## src/rtl/gbts_ram.sv

```systemverilog
// Generic simple dual-port RAM with registered, enabled read.
module gbts_ram #(
    parameter int WIDTH = 8,
    parameter int DEPTH = 256
) (
    input  logic                     i_clk,
    input  logic                     i_we,
    input  logic [$clog2(DEPTH)-1:0] i_waddr,
    input  logic [WIDTH-1:0]         i_wdata,
    input  logic                     i_re,
    input  logic [$clog2(DEPTH)-1:0] i_raddr,
    output logic [WIDTH-1:0]         o_rdata
);

    logic [WIDTH-1:0] r_mem [DEPTH];

    // Write port
    always_ff @(posedge i_clk) begin
        if (i_we) begin
            r_mem[i_waddr] <= i_wdata;
        end
    end

    // Registered read, holds when not enabled
    always_ff @(posedge i_clk) begin
        if (i_re) begin
            o_rdata <= r_mem[i_raddr];
        end
    end

endmodule

```

## config.mk

```make
export PLATFORM = sky130hd
export DESIGN_NAME = gbts_ram
export DESIGN_NICKNAME = d
export VERILOG_FILES = /design/src/rtl/gbts_ram.sv
export SDC_FILE = /design/constraint.sdc
export NUM_CORES = 2
export LEC_CHECK = 0
export BUFFER_PORTS_ARGS = -buffer_cell sky130_fd_sc_hd__buf_2
export CORE_UTILIZATION = 45
export CTS_CLUSTER_DIAMETER = 120
export CTS_CLUSTER_SIZE = 10
export DETAILED_ROUTE_END_ITERATION = 12
export PLACE_DENSITY = 0.66
export SYNTH_ARGS = -nofsm -noshare
export SYNTH_HDL_FRONTEND = slang
export SYNTH_SLANG_ARGS = --single-unit
```

## constraint.sdc

```tcl
create_clock -name i_clk -period 6.2 [get_ports i_clk]
set_input_delay 0 -clock i_clk [delete_from_list [all_inputs] [get_ports i_clk]]
set_output_delay 0 -clock i_clk [all_outputs]
set_load 0.02 [all_outputs]
```

# == Word-level counts from Yosys, hierarchy flattened ==
# Memory sizes are Yosys's and may differ from the RTL's. A register that Yosys moved wholly into a read port is not among the register bits.
# Index checks and enable logic that the tools add are counted.
# word_totals
inputBits,27
output_inout_bits,8
register_bits,0
wordCells,3
ram_bits,2048
memories,1
# classes
mux,2
# mem_list
name,depth,width,rd,rd_ports_with_merged_regs,write_ports,line_no,rtl
r_mem,256,8,1,1,1,15,logic [WIDTH-1:0] r_mem [DEPTH];
# op_table
operator,count
1-bit 2-to-1 mux,2

# == Logic depth before layout (Yosys ltp) ==
# depth
ltp_word,2
depth_mapped,11
mapped_depth_nobuf,6

# == Worst setup path before layout ==
# Ideal clock, no wire load.
# synth_path
kind,input to register
startpoint,input i_raddr[0]
endpoint,"register o_rdata[2], read port of r_mem, data pin"
slack_ns,4.124
t_required_ns,5.931
arrival_time_ns,1.807
cell_stages,9
path_buffers,4
setup_ns,0.269
path_cell_list,buf_6 buf_12 buf_8 buf_2 mux4_2 a22oi_1 a21oi_1 nor4_1 nor4_2
# synth_rtl
element,line_no,rtl
from (decl),11,"input logic [$clog2(DEPTH)-1:0] i_raddr,"
to (decl),12,output logic [WIDTH-1:0] o_rdata

# == Worst setup path after layout ==
# layout_path
startpoint,input i_waddr[3]
endpoint,memory r_mem[139][3] (enable)
# layout_rtl
element,line_no,rtl
from (decl),8,"input logic [$clog2(DEPTH)-1:0] i_waddr,"
to (decl),15,
# Straight into the memory's write port.

==> results.py <==
metrics = {
    "cells_and_area": {
        "drive_gt1_share_pct": 21.6,
        "final_core_utilization_pct": 50.2,
        "design_area_um2": 88300,
        "regArea_um2": 61700,
        "fin_cells": 6220,
        "syn2layout_area_growth_pct": 10.9,
        "multi_input_area_um2": 16500,
        "fill_cells": 13700,
        "fin_nets": 3888,
    },
    "power": {
        "p_leak_nw": 26.9,
        "p_per_area_nw_per_um2": 319,
        "ir_drop_v": 0.000298,
        "p_total_mw": 28.2,
    },
    "sta": {
        "finalMaxSlewViolations": 0,
        "maxSlewHeadroom_pct": 1.65,
        "fmax_ghz": 0.265,
        "hold_slack_ps": 103,
        "fin_crit_sh_pct": 60.8,
        "rsz0062_at_grt": "false",
        "skew_ps": 80.3,
        "layout_min_cycle_time_ps": 3770,
        "tns_ps": 0,
        "setup_viol": 0,
        "setup_slack_ps": 2430,
        "finalHoldViolations": 0,
        "worstMarginPinSlew_ps": 1470,
    },
    "synthesis": {
        "syn_avg_cell_area_um2": 21.3,
        "synth_area_um2": 79600,
        "synth_seq_cells": 2056,
        "ys_warn_count": 0,
        "syn_nets": 3760,
        "synth_top_area_share_pct": 77.5,
        "synthTopCellsByArea": "edfxtp_1, mux4_2, mux2i_1, nor2_1, a22oi_1",
        "synth.distinct_cells": 54,
        "synth_seq_area_share_pct": 77.5,
        "synthCells": 3733,
        "async_flop_share_pct": 0,
        "synth.most_common_cell": "edfxtp_1",
        "ys_top_cells_by_count": "edfxtp_1, mux4_2, nor2_1",
        "synth_area_leader_cell": "edfxtp_1",
        "synth-edff-count": 2056,
        "synth-main-ff-cell": "edfxtp_1",
    },
    "clock_network": {
        "clock_sinks": 2056,
        "numCtsBuffers": 224,
        "cts_tree": "built",
        "clk_path_buf_depth": 3,
        "clkTransAtPathRegs_ps": 60,
        "holdBufCountCts": 14,
        "cts_setup_buffers": 0,
        "cts_root_buf": "clkbuf_16",
        "cts_resized": 0,
        "clkLatencyLatePin_ps": 880,
        "cts-htree-levels": 4,
    },
    "place": {
        "dp_hpwl_um": 118000,
        "place.gp.congestion": 0.857,
        "io_buffers": 34,
        "place_ws_ps": 2090,
        "dp.cells": 5961,
        "place_area_um2": 82200,
    },
    "worst_setup_path": {
        "r2r_cells": 6,
        "worstPathMaxFanout": 10,
        "cp_data_arrival_time_ps": 4190,
        "cp-end-kind": "flip-flop",
        "worstPathRequired_ps": 6630,
        "start_kind": "input pin",
        "crit_type": "in -> reg",
    },
    "global_routing": {
        "grtUsageTotal_pct": 21.9,
        "grt_pass1_vias": 38700,
        "grt.overflow.total": 0,
        "grt_pass1_wl_um": 282000,
        "antenna_found_initial": 5,
        "grt_max_degree": 166,
    },
    "floorplan": {
        "initial_core_util_pct": 45.3,
        "pin_count": 35,
        "die_h_um": 423,
        "coreArea_um2": 176000,
        "dieArea_um2": 179000,
        "die_w_um": 423,
        "rows": 154,
    },
    "hold_path": {
        "hold_depth": 2,
        "hold_path_class": "in -> reg",
    },
    "flow_run": {
        "drv_cap": 1,
    },
    "run_status": {
        "run_status": "finished with violations",
        "violations": "max-capacitance violations",
    },
    "route": {
        "drt_first_pass_iters": 6,
        "wl_per_cell_um": 31.5,
        "drcViolationCount": 0,
        "wl_um": 196000,
        "drtIter0Drc": 4944,
        "ant_nets": 0,
        "vias_per_cell": 6.28,
        "vias": 39000,
    },
}
==> layout by cell type, fill, tap and decap left out, types with 6 or more instances in the layout <==
cell type / count
buf_12: 9
nand2b_1: 8
nor4_1: 21
nor3_1: 22
buf_2: 22
o211ai_1: 10
mux4_2: 454
and2_1: 6
a211oi_1: 16
clkinv_16: 8
nand4_1: 10
a221oi_1: 13
a22oi_1: 133
clkbuf_16: 225
nor2_1: 279
o221ai_1: 46
a22o_1: 8
buf_4: 80
dlygate4sd3_1: 14
o21ai_0: 10
edfxtp_1: 2056
mux2i_1: 134
nand3_1: 34
o22ai_1: 28
nor4_2: 6
a21oi_1: 96
nor2b_1: 28
buf_8: 9
nand2_1: 33
==> per-layer routing <==
layer	wire, um	up-vias	GRT usage, %
li1	-	15800	-
met1	78400	20900	31.0
met2	94100	2007	34.1
met3	17500	327	4.54
met4	5930	0	7.13
met5	0	-	0
==> power breakdown <==
group	switching, mW	internal (mW)
combinational	0.900	0.449
sequential	0.0181	15.3
clock	5.09	6.39
==> worst paths after layout <==
path / start / to / slack (ps)
max: i_waddr[3] / r_mem[139][3] / 2430
min: i_re / o_rdata[0] / 100
max reg2reg: r_mem[100][1] / o_rdata[1] / 3090
min reg2reg: r_mem[60][0] / o_rdata[0] / 1110
==> area by class of cell <==
type,count,area share (%)
repair buffers,135,1.34
clock inverters,16,0.398
inverters,2,0.00850
well taps,2340,3.31
multi-input cells,1442,18.7
diodes,4,0.0113
clock buffers,225,6.37
flip-flops and latches,2056,69.9
==> registers in the layout, indices dropped and copies added, names as in the netlist <==
name and cells:
o_rdata 8, r_mem 2048
==> critical path, cell delays in order <==
cell and delay [ps]:
dlygate4sd3_1 680, buf_2 280, nor2b_1 570, nand4_1 1240
buf_4 660, nor2_1 740
==> kinds of logic (layout without fill, tap and decap cells) <==
kind of cell,after synthesis,after routing,share of synthesized area [%]
AO/OA/AOI/OAI,385,385,3.42
buffers and inverters,235,378,1.83
flip-flops,2056,2056,77.5
multiplexers,591,591,14.6
other,0,4,0
AND/OR/NAND/NOR,466,466,2.63
No activity file was read; power rests on OpenSTA's default activity.
